--- src/sv/ofb_pkg.sv ---
`default_nettype none
// ----------------------------------------------------------------------------
// ofb_pkg: shared types and constants for the overlap feather blend
// Field widths, configuration register indexes, beat payload structs and the
// stage advance group used between the ramp, the lanes and the top level.
// ----------------------------------------------------------------------------
package ofb_pkg;

  localparam int COLUMN_BITS         = 12;
  localparam int CHAN_BITS           = 8;
  localparam int RECIP_BITS          = 17;
  localparam int CFG_DATA_BITS       = 17;
  localparam int CFG_INDEX_BITS      = 2;
  localparam int WEIGHT_FRAC_DEFAULT = 16;

  localparam logic [COLUMN_BITS-1:0] OVERLAP_START_RESET   = COLUMN_BITS'(0);
  localparam logic [COLUMN_BITS-1:0] OVERLAP_END_RESET     = COLUMN_BITS'(4095);
  localparam logic [RECIP_BITS-1:0]  RAMP_RECIPROCAL_RESET = RECIP_BITS'(16);

  typedef enum logic [CFG_INDEX_BITS-1:0] {
    CFG_OVERLAP_START   = 2'd0,
    CFG_OVERLAP_END     = 2'd1,
    CFG_RAMP_RECIPROCAL = 2'd2,
    CFG_BLEND_RULE      = 2'd3
  } cfg_index_t;

  typedef enum logic {
    RULE_BLACK_RIGHT = 1'b0,
    RULE_PER_CHANNEL = 1'b1
  } blend_rule_t;

  typedef struct packed {
    logic [COLUMN_BITS-1:0] column;
    logic [CHAN_BITS-1:0]   left_red;
    logic [CHAN_BITS-1:0]   left_green;
    logic [CHAN_BITS-1:0]   left_blue;
    logic [CHAN_BITS-1:0]   right_red;
    logic [CHAN_BITS-1:0]   right_green;
    logic [CHAN_BITS-1:0]   right_blue;
  } pixel_pair_t;

  typedef struct packed {
    logic [CHAN_BITS-1:0] out_red;
    logic [CHAN_BITS-1:0] out_green;
    logic [CHAN_BITS-1:0] out_blue;
  } blend_pixel_t;

  typedef struct packed {
    logic s1;
    logic s2;
    logic s3;
    logic s4;
  } ofb_adv_t;

endpackage
`default_nettype wire

--- src/sv/ofb_ramp.sv ---
`default_nettype none
// ----------------------------------------------------------------------------
// ofb_ramp: column weight ramp
// Two registered stages: region compare with column offset, then the offset
// times the reciprocal. One minus the product, floored at zero, is the Q weight.
// ----------------------------------------------------------------------------
module ofb_ramp import ofb_pkg::*; #(
  parameter int WEIGHT_FRAC_BITS = WEIGHT_FRAC_DEFAULT
) (
  input  wire logic                         clk,
  input  wire ofb_adv_t                     adv,
  input  wire logic [COLUMN_BITS-1:0]       column,
  input  wire logic [COLUMN_BITS-1:0]       overlap_start,
  input  wire logic [COLUMN_BITS-1:0]       overlap_end,
  input  wire logic [RECIP_BITS-1:0]        ramp_reciprocal,
  output logic      [WEIGHT_FRAC_BITS:0]    weight,
  output logic                              in_region
);

  localparam int W_W    = WEIGHT_FRAC_BITS + 1;
  localparam int DROP_W = COLUMN_BITS + RECIP_BITS;
  localparam logic [DROP_W-1:0] ONE_D = DROP_W'(1) << WEIGHT_FRAC_BITS;
  localparam logic [W_W-1:0]    ONE_W = W_W'(1) << WEIGHT_FRAC_BITS;

  logic                   before1;
  logic                   past1;
  logic [COLUMN_BITS-1:0] offset1;
  logic                   before2;
  logic                   past2;
  logic [DROP_W-1:0]      drop2;

  always_ff @(posedge clk) begin
    if (adv.s1) begin
      before1 <= column < overlap_start;
      past1   <= column >= overlap_end;
      offset1 <= column - overlap_start;
    end
    if (adv.s2) begin
      before2 <= before1;
      past2   <= past1;
      drop2   <= DROP_W'(offset1) * DROP_W'(ramp_reciprocal);
    end
  end

  always_comb begin
    in_region = !before2 && !past2;
    if (before2) begin
      weight = ONE_W;
    end else if (past2) begin
      weight = '0;
    end else if (drop2 >= ONE_D) begin
      weight = '0;
    end else begin
      weight = W_W'(ONE_D - drop2);
    end
  end

endmodule
`default_nettype wire

--- src/sv/ofb_lane.sv ---
`default_nettype none
// ----------------------------------------------------------------------------
// ofb_lane: one color channel of the blend
// Picks the channel weight from the ramp and the zero tests, then forms
// left*w + right*(1-w) and keeps the truncated integer part.
// ----------------------------------------------------------------------------
module ofb_lane import ofb_pkg::*; #(
  parameter int WEIGHT_FRAC_BITS = WEIGHT_FRAC_DEFAULT
) (
  input  wire logic                       clk,
  input  wire ofb_adv_t                   adv,
  input  wire logic [CHAN_BITS-1:0]       left,
  input  wire logic [CHAN_BITS-1:0]       right,
  input  wire blend_rule_t                rule,
  input  wire logic                       right_black,
  input  wire logic                       in_region,
  input  wire logic [WEIGHT_FRAC_BITS:0]  weight,
  output logic      [CHAN_BITS-1:0]       mix
);

  localparam int W_W   = WEIGHT_FRAC_BITS + 1;
  localparam int SUM_W = CHAN_BITS + W_W;
  localparam logic [W_W-1:0] ONE_W = W_W'(1) << WEIGHT_FRAC_BITS;

  logic [W_W-1:0]       w_sel;
  logic [CHAN_BITS-1:0] left3;
  logic [CHAN_BITS-1:0] right3;
  logic [W_W-1:0]       w3;
  logic [SUM_W-1:0]     sum;

  always_comb begin
    w_sel = weight;
    if (in_region) begin
      case (rule)
        RULE_BLACK_RIGHT: begin
          if (right_black) begin
            w_sel = ONE_W;
          end
        end
        RULE_PER_CHANNEL: begin
          if (left == '0) begin
            w_sel = '0;
          end else if (right == '0) begin
            w_sel = ONE_W;
          end
        end
        default: w_sel = weight;
      endcase
    end
  end

  assign sum = SUM_W'(left3) * SUM_W'(w3) + SUM_W'(right3) * SUM_W'(ONE_W - w3);

  always_ff @(posedge clk) begin
    if (adv.s3) begin
      left3  <= left;
      right3 <= right;
      w3     <= w_sel;
    end
    if (adv.s4) begin
      mix <= sum[WEIGHT_FRAC_BITS +: CHAN_BITS];
    end
  end

endmodule
`default_nettype wire

--- src/sv/overlap_feather_blend.sv ---
`default_nettype none
// ----------------------------------------------------------------------------
// overlap_feather_blend: linear feather blend of two RGB pixels
// Passes the left pixel before the overlap, the right pixel past it, and a
// fixed point ramp blend inside it, with zero-pixel overrides.
//
//   channel  direction  handshake                 beat
//   pixel    in         pixel_valid/pixel_stall   column, left and right RGB
//   blend    out        blend_valid/blend_stall   stitched RGB
//   cfg      in         cfg_write_en              cfg_index, cfg_data
//
// One beat is taken every clock while pixel_stall is low; a result is offered
// on blend once its beat has passed through every stage named below.
// The four stages are column compare, ramp multiply, weight select, and the
// three channel multipliers that feed the output register.
// Each stage moves when the one after it is empty or moving, so bubbles close.
// Reset clears the stage valid bits and loads the register reset values.
// ----------------------------------------------------------------------------
module overlap_feather_blend import ofb_pkg::*; #(
  parameter int WEIGHT_FRAC_BITS = WEIGHT_FRAC_DEFAULT
) (
  input  wire logic                      clk,
  input  wire logic                      rst,
  input  wire logic                      pixel_valid,
  output logic                           pixel_stall,
  input  wire pixel_pair_t               pixel,
  output logic                           blend_valid,
  input  wire logic                      blend_stall,
  output blend_pixel_t                   blend,
  input  wire logic                      cfg_write_en,
  input  wire logic [CFG_INDEX_BITS-1:0] cfg_index,
  input  wire logic [CFG_DATA_BITS-1:0]  cfg_data
);

  logic [COLUMN_BITS-1:0]  overlap_start;
  logic [COLUMN_BITS-1:0]  overlap_end;
  logic [RECIP_BITS-1:0]   ramp_reciprocal;
  blend_rule_t             blend_rule;

  logic                    v1;
  logic                    v2;
  logic                    v3;
  logic                    v4;
  logic                    ready1;
  logic                    ready2;
  logic                    ready3;
  logic                    ready4;
  ofb_adv_t                adv;

  pixel_pair_t             p1;
  pixel_pair_t             p2;
  logic                    right_black;
  logic [WEIGHT_FRAC_BITS:0] weight;
  logic                    in_region;
  logic [CHAN_BITS-1:0]    mix_red;
  logic [CHAN_BITS-1:0]    mix_green;
  logic [CHAN_BITS-1:0]    mix_blue;

  always_ff @(posedge clk) begin
    if (rst) begin
      overlap_start   <= OVERLAP_START_RESET;
      overlap_end     <= OVERLAP_END_RESET;
      ramp_reciprocal <= RAMP_RECIPROCAL_RESET;
      blend_rule      <= RULE_BLACK_RIGHT;
    end else if (cfg_write_en) begin
      case (cfg_index_t'(cfg_index))
        CFG_OVERLAP_START:   overlap_start   <= cfg_data[COLUMN_BITS-1:0];
        CFG_OVERLAP_END:     overlap_end     <= cfg_data[COLUMN_BITS-1:0];
        CFG_RAMP_RECIPROCAL: ramp_reciprocal <= cfg_data[RECIP_BITS-1:0];
        CFG_BLEND_RULE:      blend_rule      <= blend_rule_t'(cfg_data[0]);
        default: ;
      endcase
    end
  end

  always_comb begin
    ready4 = !v4 || !blend_stall;
    ready3 = !v3 || ready4;
    ready2 = !v2 || ready3;
    ready1 = !v1 || ready2;
    adv.s1 = ready1;
    adv.s2 = ready2;
    adv.s3 = ready3;
    adv.s4 = ready4;
  end

  assign pixel_stall = !ready1;
  assign blend_valid = v4;

  always_ff @(posedge clk) begin
    if (rst) begin
      v1 <= 1'b0;
      v2 <= 1'b0;
      v3 <= 1'b0;
      v4 <= 1'b0;
    end else begin
      if (ready1) begin
        v1 <= pixel_valid;
      end
      if (ready2) begin
        v2 <= v1;
      end
      if (ready3) begin
        v3 <= v2;
      end
      if (ready4) begin
        v4 <= v3;
      end
    end
  end

  always_ff @(posedge clk) begin
    if (adv.s1) begin
      p1 <= pixel;
    end
    if (adv.s2) begin
      p2 <= p1;
    end
  end

  assign right_black = (p2.right_red | p2.right_green | p2.right_blue) == '0;

  ofb_ramp #(
    .WEIGHT_FRAC_BITS(WEIGHT_FRAC_BITS)
  ) u_ramp (
    .clk             (clk),
    .adv             (adv),
    .column          (pixel.column),
    .overlap_start   (overlap_start),
    .overlap_end     (overlap_end),
    .ramp_reciprocal (ramp_reciprocal),
    .weight          (weight),
    .in_region       (in_region)
  );

  ofb_lane #(
    .WEIGHT_FRAC_BITS(WEIGHT_FRAC_BITS)
  ) u_lane_red (
    .clk         (clk),
    .adv         (adv),
    .left        (p2.left_red),
    .right       (p2.right_red),
    .rule        (blend_rule),
    .right_black (right_black),
    .in_region   (in_region),
    .weight      (weight),
    .mix         (mix_red)
  );

  ofb_lane #(
    .WEIGHT_FRAC_BITS(WEIGHT_FRAC_BITS)
  ) u_lane_green (
    .clk         (clk),
    .adv         (adv),
    .left        (p2.left_green),
    .right       (p2.right_green),
    .rule        (blend_rule),
    .right_black (right_black),
    .in_region   (in_region),
    .weight      (weight),
    .mix         (mix_green)
  );

  ofb_lane #(
    .WEIGHT_FRAC_BITS(WEIGHT_FRAC_BITS)
  ) u_lane_blue (
    .clk         (clk),
    .adv         (adv),
    .left        (p2.left_blue),
    .right       (p2.right_blue),
    .rule        (blend_rule),
    .right_black (right_black),
    .in_region   (in_region),
    .weight      (weight),
    .mix         (mix_blue)
  );

  always_comb begin
    blend.out_red   = mix_red;
    blend.out_green = mix_green;
    blend.out_blue  = mix_blue;
  end

endmodule
`default_nettype wire

--- config.mk ---
export PLATFORM = sky130hd
export DESIGN_NAME = overlap_feather_blend
export DESIGN_NICKNAME = d
export VERILOG_FILES = /design/src/sv/ofb_pkg.sv /design/src/sv/ofb_ramp.sv /design/src/sv/ofb_lane.sv /design/src/sv/overlap_feather_blend.sv
export SDC_FILE = /design/constraint.sdc
export NUM_CORES = 2
export LEC_CHECK = 0
export BUFFER_PORTS_ARGS = -buffer_cell sky130_fd_sc_hd__buf_2
export CELL_PAD_IN_SITES_DETAIL_PLACEMENT = 0
export CELL_PAD_IN_SITES_GLOBAL_PLACEMENT = 1
export CORE_ASPECT_RATIO = 1.4
export CORE_UTILIZATION = 40
export CTS_CLUSTER_SIZE = 28
export DETAILED_ROUTE_END_ITERATION = 16
export HOLD_SLACK_MARGIN = 0.02
export PLACE_DENSITY_LB_ADDON = 0.1
export SLEW_MARGIN = 10
export SYNTH_ARGS = -nofsm -noshare
export SYNTH_HDL_FRONTEND = slang
export SYNTH_SLANG_ARGS = --single-unit
--- constraint.sdc ---
create_clock -name clk -period 22.7 [get_ports clk]
set_clock_uncertainty 0.05 [all_clocks]
set_input_delay 3.405 -clock clk [delete_from_list [all_inputs] [get_ports clk]]
set_output_delay 3.405 -clock clk [all_outputs]
set_load 0.02 [all_outputs]
==> reports/qor.yml <==
synth:
  synth_top_family_by_area: "adder cells"
  synthSimpleGateAreaFrac_pct: 15.3
  netlist_top_cells_area: "fa_1, edfxtp_1, inv_1"
  syn-num-nets: 5600
  muxShareOfSynthArea_pct: 0.0695
  yosysMostFrequentCell: "inv_1"
  syn_area_per_cell_um2: 9.85
  synth_area_um2: 43200
  synth_xor_area_share_pct: 3.17
  async_flop_share_pct: 0
  synth_cells: 4388
  synth_fa_ha_area_share_pct: 47.5
  synth_flop_cell: "edfxtp_1"
  synth_common_cells: "inv_1, fa_1, nand2_1, and2_1, ha_1"
  synth_top_area_share_pct: 39.6
  synth_top_cell_by_area: "fa_1"
  ys_types: 66
  synth_compound_area_share_pct: 3.34
  synth_edf_count: 264
  synth_warnings: 0
  seq_area_frac_synth_pct: 20.5
  ys_ff_latch: 310
final_layout:
  nets: 5602
  area_growth_pct: 7.09
  drive_above_1_share_pct: 4.69
floorplan:
  io_pins: 110
  die_w_um: 280
  std_cell_rows: 142
  die_y_um: 391
  dieArea_um2: 109000
  core_um2: 107000
  initial_core_util_pct: 40.4
timing:
  setup_violations: 0
  hold_viol: 0
  tightestPinTransition_ps: 1110
  relSlewSlack_pct: 25.6
  slew_viol_final: 0
  fin_setup_tns_ps: 0
  min_period_ps: 8170
  post-route-period-util_pct: 36.0
  rsz0062_at_grt: "no"
  timing.fmax_mhz: 122
worst_hold_path:
  worst_hold_path_type: "flop to flop"
  hold_end: "p2[33]$_DFFE_PP_"
  worstHoldStart: "p1[33]$_DFFE_PN_"
  hold-path-cell-count: 0
global_route:
  first_global_vias: 31755
  antenna_found_initial: 0
  grt_pass1_wl_mm: 181
  grt_max_degree: 59
  grt.overflow.total: 0
  grt_usage_pct: 21.8
setup_path:
  crit_type: "input pin to primary output"
  cp.required_ps: 19250
  r2r_slack_ps: 14670
  cp_max_fo: 27
  critPathArrivalTime_ps: 4720
  reg2reg_from: "u_lane_blue.w3[5]$_DFFE_PP_"
  endpoint_kind: "primary output"
  start_kind: "input pin"
  r2r_end: "u_lane_blue.mix[7]$_DFFE_PP_"
  reg2regPathDepth: 23
clocking:
  clock_sinks: 310
  path_clk_slew_ps: 60
  htreeDepth: 2
  tritoncts.num_buffers: 37
  hold_buffers: 0
  post_cts_buffers: 0
  cts_buffer_depth: 3
  cts_tree: "built"
  root_buffer: "clkbuf_16"
  worstSkewPairLatency_ps: 580
  cts-resized-gates: 0
run:
  cap_violations: 0
drt:
  route.detailed.drc: 0
  via_count: 28306
  firstDrtPassIters: 7
  wl_mm: 112
  wl_per_cell_um: 19.2
  ant_nets: 0
  drt_iter0_markers: 1127
  via_per_inst: 4.83
run_status:
  outcome: "completed"
place:
  gp_congestion: 0.826
  place_hpwl_mm: 89.3
  port-buffer-count: 109
-- worst max-delay path, cell delays in order --
cell and delay [ps]:
buf_2 100, and3_1 370, nand3_4 480, inv_1 160
buf_2 180
-- registers in the layout, summed over array words and instances (netlist names), 12 cells and up --
| name | count |
|---|---|
| overlap_start | 12 |
| overlap_end | 12 |
| u_ramp.drop2 | 29 |
| u_ramp.offset1 | 12 |
| p1 | 48 |
| u_lane_green.w3 | 17 |
| p2 | 48 |
| ramp_reciprocal | 17 |
| u_lane_blue.w3 | 17 |
| u_lane_red.w3 | 17 |
-- cell families after synthesis --
family                   after synthesis
AO/OA/AOI/OAI                        222
AND/OR/NAND/NOR                     1409
multiplexers                           3
flip-flops                           310
XOR/XNOR                             155
adder cells (fa/ha/maj)             1128
buffers and inverters               1161
-- worst max-delay path by stage --
stage                                 startpoint                            end
finish                               blend_stall                    pixel_stall
detailed placement                   blend_stall                    pixel_stall
floorplan                            blend_stall                    pixel_stall
global route        u_lane_green.w3[3]$_DFFE_PP_  u_lane_green.mix[6]$_DFFE_PP_
CTS                                  blend_stall                    pixel_stall
global placement                     blend_stall                    pixel_stall
-- routing by layer --
layer	wire length [µm]	GRT usage, %	part of all wire [%]
met3	2520	1.55	2.2
met1	42500	24.7	38
met4	3960	7.13	3.5
met5	0	0	0
met2	63500	42.7	56
-- cell usage in the layout (no fill, tap or decap), types with 4 or more instances in the layout --
cell       count
a211o_1       16
a211oi_1       6
a21boi_0       8
a21o_1        17
a21oi_1       82
a31oi_1       10
and2_1       379
and3_1        10
buf_2        109
buf_4         19
clkbuf_1       8
clkbuf_16     38
clkinv_1       5
dfxtp_1       46
edfxtp_1     264
fa_1         856
ha_1         272
inv_1        995
nand2_1      747
nand2b_1       8
nand3_1       12
nand3b_1       7
nand4_1        7
nor2_1       140
nor2b_1       11
nor3_1        21
nor4_1        26
o211ai_1       6
o21a_1        15
o21ai_0       29
o21bai_1       6
or2_2          4
or3_1         15
or4_1          4
xnor2_1      112
xor2_1        41
-- cell type report --
| type | count | area, µm² |
|---|---|---|
| fill | 10738 | 60800 |
| clock inverter | 18 | 164 |
| clock buffer | 48 | 1010 |
| multi-input combinational | 2917 | 30000 |
| tap | 1440 | 1800 |
| inverter | 996 | 3740 |
| timing repair buffer | 128 | 688 |
| sequential | 310 | 8850 |
| antenna | 1 | 2.50 |
-- per-stage QoR --
step | util [%] | cell area (µm²) | worst slack [ps] | hold slack, ps | cells
after floorplan | - | 43200 | 13500 | 350 | 4388
after global placement | 42.1 | 45100 | 14480 | 351 | 5791
after detailed placement | 42.1 | 45100 | 14440 | 355 | 5791
after CTS | 43.2 | 46300 | 14440 | 368 | 5857
after global routing | 43.2 | 46300 | 14120 | 371 | 5857
final | 43.2 | 46300 | 14530 | 367 | 5858
Power is left out: the tool's default activity adds up to more than one toggle a clock period on the data nets, which glitch-free logic cannot reach.
